--- src/rtl/bmsi_pkg.sv ---
`default_nettype none
// ----------------------------------------------------------------------------
// bmsi_pkg: shared types and constants
// bank mapper with scanline interrupt: payload structs, codes, controller states
// ----------------------------------------------------------------------------
package bmsi_pkg;

  localparam int unsigned PrgAddrBits = 21;
  localparam int unsigned ChrAddrBits = 18;

  localparam logic [2:0] ModeCpuRead  = 3'd0;
  localparam logic [2:0] ModeCpuWrite = 3'd1;
  localparam logic [2:0] ModePpuRead  = 3'd2;
  localparam logic [2:0] ModePpuWrite = 3'd3;
  localparam logic [2:0] ModeTick     = 3'd4;

  localparam logic [1:0] TgtNone   = 2'd0;
  localparam logic [1:0] TgtPrgRam = 2'd1;
  localparam logic [1:0] TgtPrgRom = 2'd2;
  localparam logic [1:0] TgtChr    = 2'd3;

  localparam logic [1:0] CfgPrgCount = 2'd0;
  localparam logic [1:0] CfgChrCount = 2'd1;
  localparam logic [1:0] CfgRamBytes = 2'd2;
  localparam logic [1:0] CfgChrWr    = 2'd3;

  typedef struct packed {
    logic [2:0]  mode;
    logic [15:0] address;
    logic [7:0]  write_data;
  } in_item_t;

  typedef struct packed {
    logic [1:0]  target;
    logic [20:0] mem_address;
    logic        mem_write;
    logic        irq_line;
    logic        mirror_horizontal;
  } out_item_t;

  typedef enum logic [1:0] {
    ST_IDLE,
    ST_CALC,
    ST_FORM,
    ST_OUT
  } state_t;

  typedef struct packed {
    logic load;
    logic exec;
    logic upd;
  } ctrl_cmd_t;

endpackage
`default_nettype wire

--- src/rtl/bank_mapper_with_scanline_irq.sv ---
`default_nettype none
// ----------------------------------------------------------------------------
// bank_mapper_with_scanline_irq: mmc3-style bank mapper
// Each bus access or scanline tick is processed in steps after it transfers in:
// a serial unit reduces the bank number modulo the bank count and the ram
// offset modulo the ram size, one bit a cycle, then the address is formed and
// mapper and irq state are updated before the result is offered. One item is
// in flight at a time; a new item transfers in the same cycle its predecessor's
// result does.
// ----------------------------------------------------------------------------
module bank_mapper_with_scanline_irq (
  input  wire logic clk,
  input  wire logic rst,
  input  wire logic in_valid,
  output logic      in_ready,
  input  wire bmsi_pkg::in_item_t in_data,
  output logic      out_valid,
  input  wire logic out_ready,
  output bmsi_pkg::out_item_t out_data,
  input  wire logic        cfg_we,
  input  wire logic [1:0]  cfg_index,
  input  wire logic [13:0] cfg_data
);

  bmsi_pkg::ctrl_cmd_t cmd;
  logic div_last;

  bmsi_ctrl u_ctrl (
    .clk(clk), .rst(rst), .in_valid(in_valid), .in_ready(in_ready),
    .out_valid(out_valid), .out_ready(out_ready), .div_last(div_last), .cmd(cmd)
  );

  bmsi_datapath u_dp (
    .clk(clk), .rst(rst), .cmd(cmd), .in_item(in_data),
    .cfg_we(cfg_we), .cfg_idx(cfg_index), .cfg_data(cfg_data),
    .div_last(div_last), .out_item(out_data)
  );

  a_load_needs_transfer: assert property (@(posedge clk) disable iff (rst)
    cmd.load |-> (in_valid && in_ready)) else $error("load without transfer");
  a_exec_after_load: assert property (@(posedge clk) disable iff (rst)
    cmd.exec |-> $past(cmd.load || cmd.exec)) else $error("exec without load");
  a_result_after_upd: assert property (@(posedge clk) disable iff (rst)
    cmd.upd |=> out_valid) else $error("result missing");

endmodule
`default_nettype wire

--- src/rtl/bmsi_ctrl.sv ---
`default_nettype none
// ----------------------------------------------------------------------------
// bmsi_ctrl: sequencing controller
// takes one item, lets the datapath reduce and update, then offers the result
// ----------------------------------------------------------------------------
module bmsi_ctrl (
  input  wire logic clk,
  input  wire logic rst,
  input  wire logic in_valid,
  output logic      in_ready,
  output logic      out_valid,
  input  wire logic out_ready,
  input  wire logic div_last,
  output bmsi_pkg::ctrl_cmd_t cmd
);

  bmsi_pkg::state_t state, state_next;

  always_ff @(posedge clk) begin
    if (rst) state <= bmsi_pkg::ST_IDLE;
    else     state <= state_next;
  end

  always_comb begin
    state_next = state;
    in_ready = 1'b0;
    out_valid = 1'b0;
    cmd.load = 1'b0;
    cmd.exec = 1'b0;
    cmd.upd = 1'b0;
    case (state)
      bmsi_pkg::ST_IDLE: begin
        in_ready = 1'b1;
        if (in_valid) begin
          cmd.load = 1'b1;
          state_next = bmsi_pkg::ST_CALC;
        end
      end
      bmsi_pkg::ST_CALC: begin
        cmd.exec = 1'b1;
        if (div_last) state_next = bmsi_pkg::ST_FORM;
      end
      bmsi_pkg::ST_FORM: begin
        cmd.upd = 1'b1;
        state_next = bmsi_pkg::ST_OUT;
      end
      bmsi_pkg::ST_OUT: begin
        out_valid = 1'b1;
        // next item may enter in the same cycle the result transfers
        in_ready = out_ready;
        if (out_ready) begin
          if (in_valid) begin
            cmd.load = 1'b1;
            state_next = bmsi_pkg::ST_CALC;
          end else begin
            state_next = bmsi_pkg::ST_IDLE;
          end
        end
      end
      default: state_next = bmsi_pkg::ST_IDLE;
    endcase
  end

endmodule
`default_nettype wire

--- src/rtl/bmsi_datapath.sv ---
`default_nettype none
// ----------------------------------------------------------------------------
// bmsi_datapath: mapper registers and address translation
// a serial unit reduces bank and ram offset, then the address is formed
// ----------------------------------------------------------------------------
module bmsi_datapath (
  input  wire logic clk,
  input  wire logic rst,
  input  wire bmsi_pkg::ctrl_cmd_t cmd,
  input  wire bmsi_pkg::in_item_t  in_item,
  input  wire logic        cfg_we,
  input  wire logic [1:0]  cfg_idx,
  input  wire logic [13:0] cfg_data,
  output logic             div_last,
  output bmsi_pkg::out_item_t out_item
);

  logic [8:0]  prg_count;
  logic [8:0]  chr_count;
  logic [13:0] ram_bytes;
  logic        chr_wr;

  logic [2:0] sel_reg;
  logic       prg_swap;
  logic       chr_swap;
  logic [7:0] banks [8];
  logic       mirror;
  logic [7:0] irq_reload;
  logic [7:0] irq_count;
  logic       irq_reload_pend;
  logic       irq_en;
  logic       irq_pend;

  // latched item
  bmsi_pkg::in_item_t item;

  always_ff @(posedge clk) begin
    if (rst) begin
      prg_count <= 9'd64;
      chr_count <= 9'd256;
      ram_bytes <= 14'd8192;
      chr_wr <= 1'b0;
    end else if (cfg_we) begin
      case (cfg_idx)
        bmsi_pkg::CfgPrgCount: prg_count <= cfg_data[8:0];
        bmsi_pkg::CfgChrCount: chr_count <= cfg_data[8:0];
        bmsi_pkg::CfgRamBytes: ram_bytes <= cfg_data;
        bmsi_pkg::CfgChrWr:    chr_wr <= cfg_data[0];
        default: ;
      endcase
    end
  end

  logic cpu;
  logic ppu;
  always_comb begin
    cpu = item.mode == bmsi_pkg::ModeCpuRead || item.mode == bmsi_pkg::ModeCpuWrite;
    ppu = item.mode == bmsi_pkg::ModePpuRead || item.mode == bmsi_pkg::ModePpuWrite;
  end

  // bank selection from the latched item
  logic [1:0] pwin;
  logic [2:0] cwin;
  logic [8:0] sec_last;
  logic [7:0] sel_bank;
  logic       sel_fixed;
  logic [8:0] fixed_bank;
  always_comb begin
    pwin = item.address[14:13];
    cwin = item.address[12:10] ^ {chr_swap, 2'b00};
    sec_last = (prg_count >= 9'd2) ? prg_count - 9'd2 : 9'd0;
    sel_bank = 8'd0;
    sel_fixed = 1'b0;
    fixed_bank = 9'd0;
    if (ppu) begin
      if (!cwin[2]) sel_bank = {banks[{2'b00, cwin[1]}][7:1], cwin[0]};
      else          sel_bank = banks[cwin - 3'd2];
    end else begin
      case (pwin)
        2'd0: begin
          sel_fixed = prg_swap;
          fixed_bank = sec_last;
          sel_bank = banks[6];
        end
        2'd1: sel_bank = banks[7];
        2'd2: begin
          sel_fixed = !prg_swap;
          fixed_bank = sec_last;
          sel_bank = banks[6];
        end
        default: begin
          sel_fixed = 1'b1;
          fixed_bank = prg_count - 9'd1;
        end
      endcase
    end
  end

  // restoring remainder, one bit a cycle msb first: 13 steps for the ram
  // offset, the bank takes part in the last 8
  logic [3:0]  bit_idx;
  logic [8:0]  brem;
  logic [13:0] rrem;
  logic [8:0]  modc;
  logic [9:0]  btrial;
  logic [9:0]  bdiff;
  logic [8:0]  brem_next;
  logic [14:0] rtrial;
  logic [14:0] rdiff;
  logic [13:0] rrem_next;
  always_comb begin
    modc = ppu ? chr_count : prg_count;
    btrial = {brem, sel_bank[bit_idx[2:0]]};
    bdiff = btrial - {1'b0, modc};
    brem_next = (btrial >= {1'b0, modc}) ? bdiff[8:0] : btrial[8:0];
    rtrial = {rrem, item.address[bit_idx]};
    rdiff = rtrial - {1'b0, ram_bytes};
    rrem_next = (rtrial >= {1'b0, ram_bytes}) ? rdiff[13:0] : rtrial[13:0];
    div_last = (bit_idx == 4'd0);
  end

  always_ff @(posedge clk) begin
    if (cmd.load) begin
      item <= in_item;
      bit_idx <= 4'd12;
      brem <= 9'd0;
      rrem <= 14'd0;
    end else if (cmd.exec) begin
      rrem <= rrem_next;
      if (bit_idx < 4'd8) brem <= brem_next;
      bit_idx <= bit_idx - 4'd1;
    end
  end

  // form result and update state
  logic [8:0]  bank_val;
  logic [21:0] prg_full;
  logic [18:0] chr_full;
  logic [bmsi_pkg::PrgAddrBits-1:0] prg_addr;
  logic [bmsi_pkg::ChrAddrBits-1:0] chr_addr;
  always_comb begin
    bank_val = sel_fixed ? fixed_bank : brem;
    prg_full = {bank_val, item.address[12:0]};
    chr_full = {bank_val, item.address[9:0]};
    prg_addr = prg_full[bmsi_pkg::PrgAddrBits-1:0];
    chr_addr = chr_full[bmsi_pkg::ChrAddrBits-1:0];
  end

  logic       upd;
  logic [7:0] cnt_new;
  always_comb begin
    upd = cmd.upd;
    cnt_new = (irq_count == 8'd0 || irq_reload_pend) ? irq_reload : irq_count - 8'd1;
  end

  always_ff @(posedge clk) begin
    if (rst) begin
      sel_reg <= 3'd0;
      prg_swap <= 1'b0;
      chr_swap <= 1'b0;
      for (int i = 0; i < 8; i++) banks[i] <= 8'd0;
      mirror <= 1'b0;
      irq_reload <= 8'd0;
      irq_count <= 8'd0;
      irq_reload_pend <= 1'b0;
      irq_en <= 1'b0;
      irq_pend <= 1'b0;
    end else if (upd) begin
      if (item.mode == bmsi_pkg::ModeCpuWrite && item.address[15]) begin
        case (item.address[14:13])
          2'd0: begin
            if (!item.address[0]) begin
              sel_reg <= item.write_data[2:0];
              prg_swap <= item.write_data[6];
              chr_swap <= item.write_data[7];
            end else begin
              banks[sel_reg] <= item.write_data;
            end
          end
          2'd1: if (!item.address[0]) mirror <= item.write_data[0];
          2'd2: begin
            if (!item.address[0]) irq_reload <= item.write_data;
            else irq_reload_pend <= 1'b1;
          end
          default: begin
            if (!item.address[0]) begin
              irq_en <= 1'b0;
              irq_pend <= 1'b0;
            end else begin
              irq_en <= 1'b1;
            end
          end
        endcase
      end else if (item.mode == bmsi_pkg::ModeTick) begin
        irq_count <= cnt_new;
        irq_reload_pend <= 1'b0;
        if (cnt_new == 8'd0 && irq_en) irq_pend <= 1'b1;
      end
    end
  end

  logic [1:0]  res_target;
  logic [20:0] res_addr;
  logic        res_write;
  always_ff @(posedge clk) begin
    if (upd) begin
      res_target <= bmsi_pkg::TgtNone;
      res_addr <= 21'd0;
      res_write <= 1'b0;
      if (cpu && item.address[15:13] == 3'b011) begin
        if (ram_bytes != 14'd0) begin
          res_target <= bmsi_pkg::TgtPrgRam;
          res_addr <= {8'd0, rrem[12:0]};
          res_write <= item.mode[0];
        end
      end else if (item.mode == bmsi_pkg::ModeCpuRead && item.address[15]) begin
        if (prg_count != 9'd0) begin
          res_target <= bmsi_pkg::TgtPrgRom;
          res_addr <= 21'(prg_addr);
        end
      end else if (ppu && (item.mode == bmsi_pkg::ModePpuRead || chr_wr)
                   && chr_count != 9'd0) begin
        res_target <= bmsi_pkg::TgtChr;
        res_addr <= 21'(chr_addr);
        res_write <= item.mode[0];
      end
    end
  end

  always_comb begin
    out_item.target = res_target;
    out_item.mem_address = res_addr;
    out_item.mem_write = res_write;
    out_item.irq_line = irq_pend;
    out_item.mirror_horizontal = mirror;
  end

endmodule
`default_nettype wire

--- config.mk ---
export PLATFORM = sky130hd
export DESIGN_NAME = bank_mapper_with_scanline_irq
export DESIGN_NICKNAME = d
export VERILOG_FILES = /design/src/rtl/bmsi_pkg.sv /design/src/rtl/bank_mapper_with_scanline_irq.sv /design/src/rtl/bmsi_ctrl.sv /design/src/rtl/bmsi_datapath.sv
export SDC_FILE = /design/constraint.sdc
export NUM_CORES = 1
export LEC_CHECK = 0
export ABC_AREA = 1
export BUFFER_PORTS_ARGS = -buffer_cell sky130_fd_sc_hd__buf_2
export CAP_MARGIN = 20
export CORE_MARGIN = 2
export CORE_UTILIZATION = 40
export CTS_BUF_LIST = sky130_fd_sc_hd__clkbuf_4
export CTS_CLUSTER_SIZE = 10
export DETAILED_ROUTE_END_ITERATION = 10
export SYNTH_ARGS = -nofsm -noshare
export SYNTH_HDL_FRONTEND = slang
export SYNTH_SLANG_ARGS = --single-unit
--- constraint.sdc ---
create_clock -name clk -period 3.2 [get_ports clk]
set_input_delay 0.16 -clock clk [delete_from_list [all_inputs] [get_ports clk]]
set_output_delay 0.16 -clock clk [all_outputs]
set_load 0.02 [all_outputs]
==> results.py, run 1 <==
metrics = {
    "synthesis": {
        "postSynthCellCount": 1232,
        "synth.area.top_cells": "edfxtp_1 (33%), dfxtp_1 (17%), nand2_1 (9.1%), nor2_1 (5.1%), a21oi_1 (5.1%)",
        "yosys.area.top_type": "edfxtp_1",
        "async_flop_share": 0,
        "netlist_area_um2": 10300,
        "yosysMostFrequentCell": "nand2_1",
        "synth_seq_area_share": 0.500,
        "synth.distinct_cells": 48,
        "synth_ff_type": "edfxtp_1",
        "syn_nets": 1317,
        "synth_edf_count": 113,
        "synth_top_area_frac": 0.330,
        "ys_warn_count": 0,
        "syn_area_per_cell_um2": 8.34,
        "yosys-top-cells-count": "nand2_1 (249), nor2_1 (140), inv_1 (122), edfxtp_1 (113), a21oi_1 (104)",
        "synth-seq-cells": 200,
    },
    "worst_setup_path": {
        "cp.arrival_ps": 3720,
        "reg2reg_depth": 24,
        "cp_max_fo": 7,
        "r2r-start": "u_dp.item[18]$_DFFE_PP_",
        "startpoint": "u_dp.item[18]$_DFFE_PP_",
        "critPathRequiredTime_ps": 3740,
        "r2r-end": "u_dp.brem[4]$_SDFFE_PP0P_",
        "r2r_setup_slack_ps": 20,
        "endpoint_kind": "register",
        "critical_path_class": "register to register",
        "crit_path_start_kind": "register",
        "worstSetupEndpoint": "u_dp.brem[4]$_SDFFE_PP0P_",
    },
    "global_routing": {
        "antenna_found_initial": 1,
        "grt_max_degree": 40,
        "gr-total-overflow": 0,
        "grt_pass1_wl_mm": 43.3,
        "grt_usage": 0.208,
        "grt_pass1_vias": 8262,
    },
    "final_layout": {
        "largest_register_ff_count": 62,
        "drive_gt1_frac": 0.187,
        "synthToLayoutAreaGrowth_pct": 20.5,
        "reg_top3": "u_dp.banks: 62 flops, u_dp.res_addr: 21 flops, u_dp.item: 17 flops",
        "regMostFlops": "u_dp.banks",
        "fin_util": 0.492,
        "fin_cells": 1734,
        "nets": 1471,
    },
    "timing": {
        "finClkSkew_ps": 17.6,
        "hold_viol_final": 0,
        "period_minus_slack_ps": 3180,
        "slew-limit-headroom": 0.436,
        "timing.hold.ws_ps": 16.0,
        "timing.final.crit_share": 0.993,
        "rsz0062_at_grt": "true",
        "worst_slew_pin_slew_ps": 843,
        "fmax_mhz": 315,
        "setup_viol_count_final": 0,
        "drv_slew": 0,
    },
    "floorplan": {
        "num_io_pins": 76,
        "dieArea_um2": 27000,
        "start_util": 0.408,
        "coreArea_um2": 25200,
        "die_x_um": 164,
        "fp.dieH_um": 164,
        "rows": 58,
    },
    "power_and_ir_drop": {
        "power.share.clock": 0.155,
        "p_per_area_nw_per_um2": 746,
        "power_frac_comb": 0.480,
        "sequentialPowerShare": 0.366,
        "netSwitchingFraction": 0.426,
        "static-leakage-power_nw": 5.29,
        "switchingPower_mw": 3.93,
        "internal-power_mw": 5.30,
        "ir_worst_vdd_v": 0.000434,
    },
    "placed_design": {
        "dp_cells": 1631,
        "portBuffers": 75,
        "dp_hpwl_mm": 20.4,
        "globalplace.congestion": 0.889,
    },
    "drt": {
        "drt-total-wl_mm": 27.9,
        "ant_nets": 0,
        "wl_met3_mm": 1.12,
        "wl_met1_mm": 12.8,
        "drt_iter0_markers": 558,
        "wl_met2_mm": 13.5,
        "vias": 8791,
        "first_pass_iters": 7,
        "drc": 0,
        "dr.max_layer_used": "met4",
        "wl_per_cell_um": 16.1,
        "vias_per_cell": 5.07,
    },
    "clock_network": {
        "ctsRootBufferMaster": "clkbuf_4",
        "clockBufferDepth": 2,
        "clk_pin_slew_ps": 160,
        "tritoncts": "built",
        "h-tree-depth": 4,
        "clock-sinks": 200,
        "clk_latency_ps": 610,
        "cts_buffers": 17,
    },
    "job": {
        "cap_violations": 0,
    },
    "outcome": {
        "status": "completed",
    },
    "hold_path": {
        "hp-class": "input pin to register",
    },
}
## how the worst min path moves through the flow
stage                                                 end  cells after the start       start
after floorplan                u_dp.chr_addr[0]$_DFFE_PP_                      0  in_data[8]
after global placement             u_dp.item[5]$_DFFE_PP_                      1  in_data[5]
after detailed placement           u_dp.item[5]$_DFFE_PP_                      1  in_data[5]
after CTS                 u_dp.irq_reload[3]$_SDFFE_PP0P_                      3         rst
after global routing         u_ctrl.state[1]$_SDFFE_PP0P_                      5   out_ready
final                        u_ctrl.state[1]$_SDFFE_PP0P_                      5   out_ready
## cells in the final DEF (no fill, tap or decap), types with 10 or more instances in the layout
cell | netlist | routed
a211oi_1 | 10 | 10
a21oi_1 | 104 | 99
buf_2 | 9 | 75
buf_4 | 8 | 38
clkbuf_4 | 0 | 17
clkinv_1 | 11 | 12
dfxtp_1 | 87 | 87
dlygate4sd3_1 | 0 | 50
edfxtp_1 | 113 | 113
ha_1 | 35 | 34
inv_1 | 122 | 118
inv_2 | 11 | 13
nand2_1 | 249 | 233
nand2_2 | 13 | 27
nand3_1 | 78 | 50
nand3_2 | 5 | 31
nand4_1 | 11 | 11
nor2_1 | 140 | 140
nor3_1 | 11 | 11
o211ai_1 | 14 | 14
o21ai_0 | 98 | 90
o21ai_1 | 12 | 16
xnor2_1 | 10 | 10
xor2_1 | 15 | 15
## critical path, cell delays in order (launching register included)
cell and delay (ps):
edfxtp_1 530, buf_4 180, inv_4 50, nand2_1 70, nand3_2 70, nand3_2 90
nand2_1 70, nand3_2 70, nand3_2 80, nand3_2 90, and2_4 150, ha_4 140
inv_4 40, fa_2 400, nand3_2 90, nand3_2 90, a21oi_2 150, o21ai_2 70
nand2_2 90, nand2_4 70, buf_12 140, buf_4 150, nand2_1 50, o21ai_1 60
a21oi_1 130
## final cells by class
class | instances | area (um2)
fill | 2409 | 12800
timing repair buffer | 172 | 1300
sequential | 200 | 5130
tap | 330 | 413
inverter | 144 | 551
clock buffer | 17 | 128
clock inverter | 15 | 164
timing repair inverter | 1 | 6.26
multi-input combinational | 850 | 4670
antenna | 5 | 12.5
## stage by stage
stage               cell area (um2)  power (mW)  setup WS [ps]  TNS [ps]
floorplan                     10300        6.18            187         0
global placement              11200        7.39           69.6         0
detailed placement            11200        7.40           2.96         0
CTS                           11900        8.88           32.2         0
global route                  12400        9.91           -160      -918
finish                        12400        9.24           21.3         0
## power by group through the flow
stage	Combinational, mW	Clock, mW	Sequential, mW
finish	4.43	1.43	3.38
global route	4.94	1.55	3.42
floorplan	2.74	0	3.44
CTS	4.05	1.46	3.37
global placement	3.96	0	3.43
detailed placement	3.97	0	3.43
## routing by layer
layer / global-route usage / vias up
li1: - / 4450
met1: 0.275 / 4146
met2: 0.355 / 163
met3: 0.0303 / 32
met4: 0.0590 / 0
met5: 0 / -
## repair_timing
action | 4_1_cts | 5_1_grt
cloned | 0 | 2
pin swaps | 1 | 22
hold buffers | 49 | 1
endpoints found under the setup margin | 1 | 11
hold endpoints to repair | 61 | 2
buffers inserted | 0 | 15
resized for setup | 2 | 87
## cell families (layout without fill, tap and decap cells)
group	after synthesis	in the layout	synth area share
compound gates	264	264	0.142
xor+xnor	25	25	0.0213
fa+ha+maj	37	37	0.0465
buf+inv	182	349	0.0713
flops	200	200	0.500
other cells	0	5	0
simple gates	524	524	0.219
(Power assumes the default switching activity.)
==> inputs of run 2 (changes only) <==
- CORE_UTILIZATION: 40 -> 25
- REMOVE_ABC_BUFFERS: not set -> 1
==> run 2 against run 1 <==
Sequential share of layout area shrank 0.30 points. Global-route usage down 6.9 points. Critical path depth decreased by 3. Routed wire length grew 5.4%. Sequential power hardly changed. Worst setup slack lost 64 ps. The run now ends with negative setup slack left. Count of clock-buffer cells in the layout increased by 3. Critical endpoint is now u_dp.brem[5]$_SDFFE_PP0P_. Cell area up 0.72%. Combinational power down 1%.
==> results.py, run 2 (synthesis results as in run 1) <==
metrics = {
    "outcome": {
        "status": "complete, but fails checks",
        "violations": "negative setup slack",
    },
    "timing": {
        "fmax_mhz": 308,
        "setup_viol_count_final": 4,
        "worst_slew_pin_slew_ps": 802,
        "period_minus_slack_ps": 3240,
        "slew-limit-headroom": 0.461,
        "hold_viol_final": 0,
        "drv_slew": 0,
        "finClkSkew_ps": 22.5,
        "rsz0062_at_grt": "true",
        "layout_setup_ws_ps": -42.6,
        "timing.final.crit_share": 1.01,
    },
    "drt": {
        "drt_iter0_markers": 659,
        "wl_met2_mm": 13.3,
        "wl_met1_mm": 14.0,
        "ant_nets": 0,
        "wl_per_cell_um": 15.3,
        "vias": 8945,
        "drt-total-wl_mm": 29.4,
        "vias_per_cell": 4.65,
        "first_pass_iters": 7,
        "wl_met3_mm": 1.79,
        "dr.max_layer_used": "met4",
        "drc": 0,
    },
    "job": {
        "cap_violations": 0,
    },
    "global_routing": {
        "grt_max_degree": 36,
        "antenna_found_initial": 1,
        "grt_pass1_wl_mm": 45.7,
        "grt_pass1_vias": 8444,
        "gr-total-overflow": 0,
        "grt_usage": 0.140,
    },
    "final_layout": {
        "drive_gt1_frac": 0.167,
        "fillerInstances": 4304,
        "nets": 1464,
        "regMostFlops": "u_dp.banks",
        "mostFrequentLayoutCells": "nand2_1 (240), nor2_1 (140), inv_1 (119), edfxtp_1 (113), a21oi_1 (96)",
        "reg_top3": "u_dp.banks: 62 flops, u_dp.res_addr: 21 flops, u_dp.item: 17 flops",
        "design_area_um2": 12500,
        "largest_register_ff_count": 62,
        "final_common_cell": "nand2_1",
        "synthToLayoutAreaGrowth_pct": 21.4,
    },
    "placed_design": {
        "portBuffers": 75,
        "dpl_cell_area_um2": 11400,
        "dp_hpwl_mm": 21.8,
        "globalplace.congestion": 0.898,
    },
    "floorplan": {
        "num_io_pins": 76,
        "dieArea_um2": 42700,
        "start_util": 0.253,
        "die_x_um": 207,
        "coreArea_um2": 40600,
        "fp.dieH_um": 207,
        "rows": 74,
    },
    "worst_setup_path": {
        "critPathRequiredTime_ps": 3710,
        "critical_path_class": "register to register",
        "cp_max_fo": 8,
        "cp.arrival_ps": 3750,
        "crit_path_start_kind": "register",
        "endpoint_kind": "register",
    },
    "clock_network": {
        "tritoncts": "built",
        "ctsRootBufferMaster": "clkbuf_4",
        "clockBufferDepth": 2,
        "h-tree-depth": 4,
        "clk_pin_slew_ps": 160,
        "clk_latency_ps": 610,
        "clock-sinks": 200,
        "cts_buffers": 17,
    },
    "power_and_ir_drop": {
        "static-leakage-power_nw": 5.21,
        "p_per_area_nw_per_um2": 727,
        "total_power_mw": 9.06,
        "ir_worst_vdd_v": 0.000265,
    },
    "hold_path": {
        "hp-class": "input pin to register",
    },
}
## run 2: cell types whose count changed in the layout (fill, tap and decap cells not counted), sizes merged
cell	change
nand2	+1
diode	-4
clkbuf	+4
clkinv	+1
bufinv	-1
buf	-11
inv	-4
dlygate4sd3	+2
clkinvlp	+1
## run 2: metal layers
metal  up-vias  track usage
li1       4439            -
met1      4202        0.196
met2       278        0.224
met3        26       0.0228
met4         0       0.0329
met5         -            0
## run 2: cell type report
class                           instances  area (um2)  share of cell area
Sequential cell                       200        5130               0.412
Tap cell                              532         666              0.0534
Clock inverter                         12         103             0.00823
Inverter                              144         556              0.0446
Timing Repair inverter                  1        8.76            0.000702
Antenna cell                            1        2.50            0.000201
Timing Repair Buffer                  164        1250               0.100
Clock buffer                           20         150              0.0120
Multi-Input combinational cell        851        4600               0.369
## run 2: worst max-delay path, stage by stage (launching register included)
cell and delay [ps]:
edfxtp_1 530, buf_12 160, buf_6 130, nand3_1 130, nand3_1 130, nand2_1 70, nand3_1 80, nand3_2 70
nand3_2 80, and2_4 160, ha_4 140, inv_4 40, fa_2 400, nand3_2 90, nand3_2 90, a21oi_2 150
o21ai_2 70, nand2_2 100, nand2_4 90, buf_6 160, o211ai_1 200, a21oi_2 80
## run 2: what timing repair did
item                       in CTS  in global routing
resized for setup               6                 60
hold buffers                   52                  0
buffers inserted                3                  4
gates cloned                    0                  3
pin swaps                       1                 23
hold endpoints to repair       61                  0
setup endpoints to repair       8                 20
## run 2: report_power, final
part	total, mW	leakage [nW]	internal (mW)	switching, mW
clock	1.30	0.146	0.412	0.884
combinational	4.37	3.24	1.61	2.77
sequential	3.39	1.83	3.13	0.260
total	9.06	5.21	5.15	3.91
## run 2: worst paths after layout
| path | endpoint | slack [ps] | from | depth (start not counted) |
|---|---|---|---|---|
| worst max-delay path | u_dp.brem[5]$_SDFFE_PP0P_ | -40 | u_dp.item[19]$_DFFE_PP_ | 21 |
| worst min-delay path | u_ctrl.state[1]$_SDFFE_PP0P_ | 40 | out_ready | 5 |
| worst min register to register | u_dp.irq_pend$_SDFFE_PP0P_ | 460 | u_dp.irq_pend$_SDFFE_PP0P_ | 2 |
| worst max register to register | u_dp.brem[5]$_SDFFE_PP0P_ | -40 | u_dp.item[19]$_DFFE_PP_ | 21 |
## run 2: through the flow
stage	setup slack (ps)	TNS [ps]	utilization	instances	hold WS [ps]
CTS	11.5	0	0.300	1917	5.57
detailed placement	-42.4	-79.5	0.280	1830	338
floorplan	-0.545	-0.545	-	1194	229
finish	-42.6	-86.4	0.307	1925	37.5
global placement	50.3	0	0.280	1830	338
global route	-263	-1900	0.307	1925	19.3
